## src/hw/rtl/cdq_pkg.sv

```systemverilog
// ----------------------------------------------------------------------------
// cdq_pkg: shared definitions for the circular deque
// Sizes, command/status/mode codes and the per-cell control struct.
// ----------------------------------------------------------------------------
package cdq_pkg;

	localparam int DEPTH  = 8;
	localparam int CNT_W  = $clog2(DEPTH + 1);
	localparam int IDX_W  = $clog2(DEPTH);
	localparam int WORD_W = 32;
	localparam int OCC_W  = 4;

	typedef logic signed [WORD_W-1:0] word_t;
	typedef logic [CNT_W-1:0]         cnt_t;
	typedef logic [1:0]               code_t;

	// commands
	localparam code_t CMD_PUSH_REAR  = 2'd0;
	localparam code_t CMD_PUSH_FRONT = 2'd1;
	localparam code_t CMD_POP_FRONT  = 2'd2;
	localparam code_t CMD_POP_REAR   = 2'd3;

	// status
	localparam code_t ST_OK        = 2'd0;
	localparam code_t ST_OVERFLOW  = 2'd1;
	localparam code_t ST_UNDERFLOW = 2'd2;
	localparam code_t ST_DENIED    = 2'd3;

	// restriction modes
	localparam code_t MODE_FREE       = 2'd0;
	localparam code_t MODE_NO_FPUSH   = 2'd1;
	localparam code_t MODE_NO_RPOP    = 2'd2;

	// per-cell control for one cycle
	typedef struct packed {
		logic load;       // take the pushed word
		logic from_front; // take the front neighbor's word (shift toward rear)
		logic from_rear;  // take the rear neighbor's word (shift toward front)
	} cell_ctl_t;

endpackage

```

## src/hw/rtl/cdq_if.sv

```systemverilog
// ----------------------------------------------------------------------------
// cdq channel interfaces
// Command, result and mode-register channels, each with valid/ready.
// ----------------------------------------------------------------------------
interface cdq_cmd_if;
	import cdq_pkg::*;
	logic  valid;
	logic  ready;
	code_t cmd;
	word_t push_value;
	modport source (output valid, output cmd, output push_value, input ready);
	modport sink   (input valid, input cmd, input push_value, output ready);
endinterface

interface cdq_rsp_if;
	import cdq_pkg::*;
	logic             valid;
	logic             ready;
	code_t            status;
	word_t            popped_value;
	logic [OCC_W-1:0] occupancy;
	modport source (output valid, output status, output popped_value, output occupancy,
		input ready);
	modport sink   (input valid, input status, input popped_value, input occupancy,
		output ready);
endinterface

interface cdq_cfg_if;
	import cdq_pkg::*;
	logic  valid;
	logic  ready;
	code_t restrict_mode;
	modport source (output valid, output restrict_mode, input ready);
	modport sink   (input valid, input restrict_mode, output ready);
endinterface

```

## src/hw/rtl/circular_deque_unit.sv

```systemverilog
// ----------------------------------------------------------------------------
// circular_deque_unit: double-ended queue of signed words
// Row of cells with cell 0 at the front; front pushes and pops shift the row.
// ----------------------------------------------------------------------------
// A result is registered and valid in the cycle after its command is accepted.
// Throughput: one command per cycle while results are taken as they appear;
//   the single result register sets this, ready drops only while it is held.
// Reset: queue empty, mode unrestricted; stored words are not cleared.
// Mode writes are taken in any cycle (cfg ready is always high).
module circular_deque_unit import cdq_pkg::*; (
	input  logic       clk,
	input  logic       arst_n,
	cdq_cmd_if.sink    command,
	cdq_rsp_if.source  result,
	cdq_cfg_if.sink    cfg
);

	cnt_t             count_q;
	code_t            mode_q;
	logic             out_valid_q;
	code_t            status_q;
	word_t            popped_q;
	logic [OCC_W-1:0] occ_q;

	word_t     cell_word [DEPTH];
	cell_ctl_t cell_ctl  [DEPTH];

	logic             accept;
	logic             is_push;
	logic             denied;
	code_t            status_c;
	logic             do_op;
	cnt_t             rear_sel;
	cnt_t             count_next;
	word_t            popped_c;

	assign command.ready = !out_valid_q || result.ready;
	assign cfg.ready     = 1'b1;
	assign accept        = command.valid && command.ready;

	assign is_push = (command.cmd == CMD_PUSH_REAR) || (command.cmd == CMD_PUSH_FRONT);
	assign denied  = (mode_q == MODE_NO_FPUSH && command.cmd == CMD_PUSH_FRONT) ||
	                 (mode_q == MODE_NO_RPOP  && command.cmd == CMD_POP_REAR);

	always_comb begin
		if (denied) begin
			status_c = ST_DENIED;
		end else if (is_push && count_q == cnt_t'(DEPTH)) begin
			status_c = ST_OVERFLOW;
		end else if (!is_push && count_q == '0) begin
			status_c = ST_UNDERFLOW;
		end else begin
			status_c = ST_OK;
		end
	end

	assign do_op    = accept && (status_c == ST_OK);
	assign rear_sel = count_q - cnt_t'(1);

	always_comb begin
		popped_c   = '0;
		count_next = count_q;
		if (status_c == ST_OK) begin
			case (command.cmd)
				CMD_PUSH_REAR, CMD_PUSH_FRONT: begin
					count_next = count_q + cnt_t'(1);
				end
				CMD_POP_FRONT: begin
					popped_c   = cell_word[0];
					count_next = count_q - cnt_t'(1);
				end
				CMD_POP_REAR: begin
					popped_c   = cell_word[rear_sel[IDX_W-1:0]];
					count_next = count_q - cnt_t'(1);
				end
				default: begin
					count_next = count_q;
				end
			endcase
		end
	end

	// per-cell controls: front push shifts the row toward the rear,
	// front pop shifts it toward the front, rear ops touch no neighbors
	always_comb begin
		for (int i = 0; i < DEPTH; i++) begin
			cell_ctl[i].load = do_op &&
				((command.cmd == CMD_PUSH_REAR && count_q == cnt_t'(i)) ||
				 (command.cmd == CMD_PUSH_FRONT && i == 0));
			cell_ctl[i].from_front = do_op && command.cmd == CMD_PUSH_FRONT && i != 0;
			cell_ctl[i].from_rear  = do_op && command.cmd == CMD_POP_FRONT;
		end
	end

	for (genvar g = 0; g < DEPTH; g++) begin : g_cell
		word_t front_w;
		word_t rear_w;
		if (g == 0) begin : g_first
			assign front_w = command.push_value;
		end else begin : g_mid_f
			assign front_w = cell_word[g-1];
		end
		if (g == DEPTH - 1) begin : g_last
			assign rear_w = '0;
		end else begin : g_mid_r
			assign rear_w = cell_word[g+1];
		end
		cdq_cell u_cell (
			.clk        (clk),
			.ctl        (cell_ctl[g]),
			.push_value (command.push_value),
			.front_word (front_w),
			.rear_word  (rear_w),
			.word_q     (cell_word[g])
		);
	end

	always_ff @(posedge clk or negedge arst_n) begin
		if (!arst_n) begin
			count_q     <= '0;
			mode_q      <= MODE_FREE;
			out_valid_q <= 1'b0;
		end else begin
			if (cfg.valid && cfg.ready) begin
				mode_q <= cfg.restrict_mode;
			end
			if (do_op) begin
				count_q <= count_next;
			end
			if (accept) begin
				out_valid_q <= 1'b1;
			end else if (result.ready) begin
				out_valid_q <= 1'b0;
			end
		end
	end

	// hold the result word until taken
	always_ff @(posedge clk) begin
		if (accept) begin
			status_q <= status_c;
			popped_q <= popped_c;
			occ_q    <= OCC_W'(count_next);
		end
	end

	assign result.valid        = out_valid_q;
	assign result.status       = status_q;
	assign result.popped_value = popped_q;
	assign result.occupancy    = occ_q;

	a_count_bound: assert property (@(posedge clk) disable iff (!arst_n)
		count_q <= cnt_t'(DEPTH))
		else $error("entry count above depth");

	a_push_grows: assert property (@(posedge clk) disable iff (!arst_n)
		(accept && status_c == ST_OK && is_push) |=> count_q == cnt_t'($past(count_q) + 1'b1))
		else $error("accepted push did not grow the queue");

	a_reject_holds: assert property (@(posedge clk) disable iff (!arst_n)
		(accept && status_c != ST_OK) |=> $stable(count_q))
		else $error("rejected command changed the queue");

	a_result_origin: assert property (@(posedge clk) disable iff (!arst_n)
		$rose(out_valid_q) |-> $past(accept))
		else $error("result appeared without an accepted command");

	a_occ_tracks: assert property (@(posedge clk) disable iff (!arst_n)
		(accept) |=> occ_q == OCC_W'(count_q))
		else $error("reported occupancy differs from entry count");

endmodule

```

## src/hw/rtl/cdq_cell.sv

```systemverilog
// ----------------------------------------------------------------------------
// cdq_cell: one storage slot of the deque row
// Holds one word; loads the pushed word or a neighbor's word on command.
// ----------------------------------------------------------------------------
module cdq_cell import cdq_pkg::*; (
	input  logic      clk,
	input  cell_ctl_t ctl,
	input  word_t     push_value,
	input  word_t     front_word,
	input  word_t     rear_word,
	output word_t     word_q
);

	always_ff @(posedge clk) begin
		if (ctl.load) begin
			word_q <= push_value;
		end else if (ctl.from_front) begin
			word_q <= front_word;
		end else if (ctl.from_rear) begin
			word_q <= rear_word;
		end
	end

endmodule

```

## src/flat_wrapper.sv

```systemverilog
// flat-port wrapper written by rule: the top's interface ports become plain ports
module circular_deque_unit_flat import cdq_pkg::*;
  (clk, arst_n, command_valid, command_cmd, command_push_value, command_ready, result_valid, result_status, result_popped_value, result_occupancy, result_ready, cfg_valid, cfg_restrict_mode, cfg_ready);
  cdq_cmd_if command_i ();
  cdq_rsp_if result_i ();
  cdq_cfg_if cfg_i ();
  input  logic clk;
  input  logic arst_n;
  input wire logic [$bits(command_i.valid)-1:0] command_valid;
  input wire logic [$bits(command_i.cmd)-1:0] command_cmd;
  input wire logic [$bits(command_i.push_value)-1:0] command_push_value;
  output wire logic [$bits(command_i.ready)-1:0] command_ready;
  output wire logic [$bits(result_i.valid)-1:0] result_valid;
  output wire logic [$bits(result_i.status)-1:0] result_status;
  output wire logic [$bits(result_i.popped_value)-1:0] result_popped_value;
  output wire logic [$bits(result_i.occupancy)-1:0] result_occupancy;
  input wire logic [$bits(result_i.ready)-1:0] result_ready;
  input wire logic [$bits(cfg_i.valid)-1:0] cfg_valid;
  input wire logic [$bits(cfg_i.restrict_mode)-1:0] cfg_restrict_mode;
  output wire logic [$bits(cfg_i.ready)-1:0] cfg_ready;
  assign command_i.valid = command_valid;
  assign command_i.cmd = command_cmd;
  assign command_i.push_value = command_push_value;
  assign command_ready = command_i.ready;
  assign result_valid = result_i.valid;
  assign result_status = result_i.status;
  assign result_popped_value = result_i.popped_value;
  assign result_occupancy = result_i.occupancy;
  assign result_i.ready = result_ready;
  assign cfg_i.valid = cfg_valid;
  assign cfg_i.restrict_mode = cfg_restrict_mode;
  assign cfg_ready = cfg_i.ready;
  circular_deque_unit u_core (.clk(clk), .arst_n(arst_n), .command(command_i), .result(result_i), .cfg(cfg_i));
endmodule
```

## config.mk

```make
export PLATFORM = sky130hd
export DESIGN_NAME = circular_deque_unit_flat
export DESIGN_NICKNAME = d
export VERILOG_FILES = /design/src/hw/rtl/cdq_pkg.sv /design/src/hw/rtl/cdq_if.sv /design/src/hw/rtl/circular_deque_unit.sv /design/src/hw/rtl/cdq_cell.sv /design/src/flat_wrapper.sv
export SDC_FILE = /design/constraint.sdc
export NUM_CORES = 1
export LEC_CHECK = 0
export BUFFER_PORTS_ARGS = -buffer_cell sky130_fd_sc_hd__buf_2
export CAP_MARGIN = 20
export CELL_PAD_IN_SITES_DETAIL_PLACEMENT = 0
export CELL_PAD_IN_SITES_GLOBAL_PLACEMENT = 1
export CORE_ASPECT_RATIO = 1.1
export CORE_MARGIN = 8
export CORE_UTILIZATION = 40
export DETAILED_ROUTE_END_ITERATION = 10
export PLACE_DENSITY = 0.72
export SLEW_MARGIN = 20
export SYNTH_ARGS = -nofsm -noshare
export SYNTH_HDL_FRONTEND = slang
export SYNTH_SLANG_ARGS = --single-unit
```

## constraint.sdc

```tcl
create_clock -name clk -period 5.34 [get_ports clk]
set_input_delay 1.068 -clock clk [delete_from_list [all_inputs] [get_ports clk]]
set_output_delay 1.068 -clock clk [all_outputs]
set_load 0.02 [all_outputs]
```

==> flow_summary_export.csv <==
group,metric,value,unit
floorplanning,die_width,219,um
power_and_ir_drop,sw_frac_of_total,33.1,%
synthesis,synth.cells.most_frequent,"sky130_fd_sc_hd__nand2_1, sky130_fd_sc_hd__edfxtp_1, sky130_fd_sc_hd__nand3_1",
detailed_routing,ant_nets,0,
floorplanning,std_cell_rows,81,
layout,instances_no_fill,2146,
sta,finalHoldViolations,0,
place,dp.final_hpwl,30.0,mm
synthesis,netlist.top_cell.by_area,"sky130_fd_sc_hd__edfxtp_1",
power_and_ir_drop,internal_power,5.47,mW
synthesis,ys_ff_latch,301,
global_route,first_pass_grt_wire_length,82.9,mm
layout,syn_to_final_growth,9.45,%
synthesis,synth.net_count,1613,
detailed_routing,num_vias,13109,
place,place.detailed.instances,2084,
detailed_routing,wirelength,53.4,mm
power_and_ir_drop,power_frac_clock,28.6,%
synthesis,mapped_avg_cell_area,11.5,um^2
power_and_ir_drop,switching_power,2.71,mW
layout,seqCellArea,9010,um^2
detailed_routing,dr.first_iter.drc_count,1353,
sta,drv_slew,0,
global_route,grt_util_all_layers,20.2,%
floorplanning,fp.coreArea,44500,um^2
power_and_ir_drop,power.total,8.19,mW
sta,timing.final.crit_period,3.65,ns
clocking,cts_buffers,35,
global_route,grt_pass1_vias,13241,
sta,final.setup.tns,0,ns
detailed_routing,drc,0,
global_route,grt_util_met2,33.3,%
synthesis,netlist-cell-type-count,55,
critical_path,end_kind,"flip-flop",
sta,slew_headroom,32.9,%
critical_path,crit_path_max_fanout,29,
layout,post_route_cells_drive_above_1_share,28.0,%
clocking,hold_buffers,0,
sta,worst_slack,1.69,ns
detailed_routing,routedWlPerCell,24.9,um
critical_path,worst_path_dominant_cell_family,"simple AND/OR/NAND/NOR gates",
floorplanning,die-height,239,um
job,max_cap_viol_count,0,
synthesis,synth.most_common_cell,"sky130_fd_sc_hd__nand2_1",
critical_path,cpMaxStageDelayCell,"sky130_fd_sc_hd__or4b_1",
sta,timing.final.crit_share,68.4,%
global_route,grt.overflow.total,0,
floorplanning,die_area,52200,um^2
layout,multiInputGateArea,8140,um^2
synthesis,synth-async-reset-ratio,2.33,%
sta,grt_setup_unrepaired,"no",
global_route,grt.met3_usage,2.89,%
sta,setup-violations-final,0,
synthesis,ys_dominant_reg_cell,"sky130_fd_sc_hd__edfxtp_1",
place,place.gp.congestion,0.782,
clocking,clock_path_buffers,3,
critical_path,critical_path.cell_chain,"buf_2, or3b_1, a21oi_1, or4b_1, nand2_2, buf_4",
detailed_routing,vias_per_cell,6.11,
layout,num-nets-final,1587,
synthesis,seq_area_frac_synth,49.9,%
synthesis,ys.warnings.count,0,
place,dp_slack,1.14,ns
detailed_routing,drt_pass1_iterations,5,
power_and_ir_drop,areal_power_density_over_the_cells,414,nW/um^2
power_and_ir_drop,irDropWorstVdd,0.309,mV
layout,fill_cells,4081,
synthesis,synth_edf_count,294,
place,dpl_cell_area,18600,um^2
clocking,clkSinkCount,301,
global_route,grt_max_degree,193,
critical_path,worst_setup_path_start_kind,"input pin",
synthesis,post-synth-top-area-fraction,48.9,%
critical_path,required,5.52,ns
sta,clock-skew-final,0.0109,ns
synthesis,post_synth_main_area_contributors,"sky130_fd_sc_hd__edfxtp_1, sky130_fd_sc_hd__o211ai_2, sky130_fd_sc_hd__nand2_1",
power_and_ir_drop,power.leakage,6.93,nW
worst_hold_path,hold_crit_class,"input pin to async pin",
clocking,cts_max_level,2,
clocking,path_clk_slew,0.06,ns
clocking,cts_tree,"done",
power_and_ir_drop,share_comb_of_total_power,32.4,%
global_route,busiest_layer,"met2",
critical_path,worstSetupPathType,"input pin to flip-flop",
floorplanning,start_util,40.6,%
layout,finalInstanceArea,19800,um^2
critical_path,critical-path-max-stage-delay,0.83,ns
clocking,post_cts_resize_count,0,
clocking,clockRootBuffer,"sky130_fd_sc_hd__clkbuf_16",
clocking,clk_lat_worst_skew,0.52,ns
floorplanning,boundaryPins,82,
outcome,status,"finished, final reports clean",
critical_path,reg2reg_slack,1.99,ns
sta,tightest_slew,1.01,ns
clocking,postCtsSetupRepairBufs,0,
critical_path,timing.critical_path.buf_inv,2,
power_and_ir_drop,sequentialPowerShare,39.0,%
critical_path,critical_path_arrival,3.83,ns
global_route,number_of_antenna_violations_at_the_first_check_in_global_routing,0,
sta,max_freq,0.274,GHz
synthesis,synthesized_instance_count,1567,
global_route,use_met1,27.3,%
synthesis,mappedNetlistArea,18100,um^2
place,placement.io_buffers,80,
layout,diodes,0,
flip-flops by register name, summed over array words and instances, names as in the netlist:
| signal | count |
|---|---|
| u_core.result.valid | 1 |
| u_core.mode_q | 2 |
| u_core.result.status | 2 |
| u_core.result.occupancy | 4 |
| u_core.count_q | 4 |
| u_core.result.popped_value | 32 |
| u_core.g_cell.u_cell.word_q | 256 |
cells by family after synthesis:
logic type | Yosys count | share of synthesized area (%)
AND/OR/NAND/NOR | 665 | 17.1
AO/OA/AOI/OAI | 298 | 16.5
multiplexers | 100 | 10.2
flip-flops | 301 | 49.9
other | 1 | 0.0208
adder cells (fa/ha/maj) | 5 | 0.347
XOR/XNOR | 8 | 0.388
buffers and inverters | 189 | 5.54
layout make-up:
class	instances	share of cell area (%)
clock buffers	43	4.80
well taps	581	3.68
repair buffers	120	3.92
inverters	6	0.139
flip-flops and latches	301	45.6
clock inverters	18	0.684
multi-input cells	1077	41.2
metal layers:
layer	vias up	part of all wire, %
met4	0	2.5
met2	481	49
met5	-	0
met1	6691	43
li1	5843	-
met3	94	5.6
worst paths after layout:
kind                                         from                                  to  cells past startpoint
worst max-delay path               command_cmd[1]  u_core.g_cell[4].u_cell.word_q[25]                      6
max in group asynchronous                  arst_n                   u_core.count_q[0]                      1
worst min register to register   u_core.mode_q[1]                    u_core.mode_q[1]                      1
worst max register to register  u_core.count_q[2]  u_core.g_cell[6].u_cell.word_q[19]                      5
worst min-delay path                       arst_n                 u_core.result.valid                      1
min in group clk                 u_core.mode_q[1]                    u_core.mode_q[1]                      1
layout by cell type (no fill, tap or decap), types with 3 or more instances in the layout:
| master | instances |
|---|---|
| sky130_fd_sc_hd__clkinv_1 | 4 |
| sky130_fd_sc_hd__a21oi_1 | 35 |
| sky130_fd_sc_hd__and4bb_2 | 3 |
| sky130_fd_sc_hd__xor2_1 | 6 |
| sky130_fd_sc_hd__dfrtp_1 | 6 |
| sky130_fd_sc_hd__buf_4 | 34 |
| sky130_fd_sc_hd__nor4b_2 | 3 |
| sky130_fd_sc_hd__inv_1 | 3 |
| sky130_fd_sc_hd__edfxtp_1 | 294 |
| sky130_fd_sc_hd__mux4_2 | 64 |
| sky130_fd_sc_hd__nor3_1 | 3 |
| sky130_fd_sc_hd__a22o_1 | 32 |
| sky130_fd_sc_hd__o21ai_0 | 3 |
| sky130_fd_sc_hd__o211ai_2 | 160 |
| sky130_fd_sc_hd__buf_2 | 80 |
| sky130_fd_sc_hd__buf_12 | 4 |
| sky130_fd_sc_hd__nand2_1 | 418 |
| sky130_fd_sc_hd__nand3_1 | 192 |
| sky130_fd_sc_hd__mux2_2 | 5 |
| sky130_fd_sc_hd__nor2b_4 | 3 |
| sky130_fd_sc_hd__a22oi_1 | 32 |
| sky130_fd_sc_hd__nand4b_1 | 5 |
| sky130_fd_sc_hd__mux2_1 | 30 |
| sky130_fd_sc_hd__clkinv_2 | 12 |
| sky130_fd_sc_hd__ha_1 | 4 |
| sky130_fd_sc_hd__nand2_2 | 6 |
| sky130_fd_sc_hd__clkbuf_16 | 37 |
| sky130_fd_sc_hd__o211ai_1 | 32 |
| sky130_fd_sc_hd__clkbuf_1 | 6 |
| sky130_fd_sc_hd__nor4b_4 | 7 |
through the flow:
step           util, %  hold WS (ns)
3_3_place_gp      41.9         0.544
3_5_place_dp      41.9         0.537
6_report          44.4         0.383
2_1_floorplan        -         0.508
4_1_cts           44.4         0.365
5_1_grt           44.4         0.380
power by group through the flow:
stage / clock (mW) / sequential, mW / combinational [mW]
6_report: 2.34 / 3.19 / 2.65
5_1_grt: 2.48 / 3.22 / 2.84
4_1_cts: 2.39 / 3.19 / 2.67
3_5_place_dp: 0 / 3.23 / 2.66
3_3_place_gp: 0 / 3.23 / 2.64
2_1_floorplan: 0 / 3.23 / 1.92
Power figures use the tool's default switching activity.
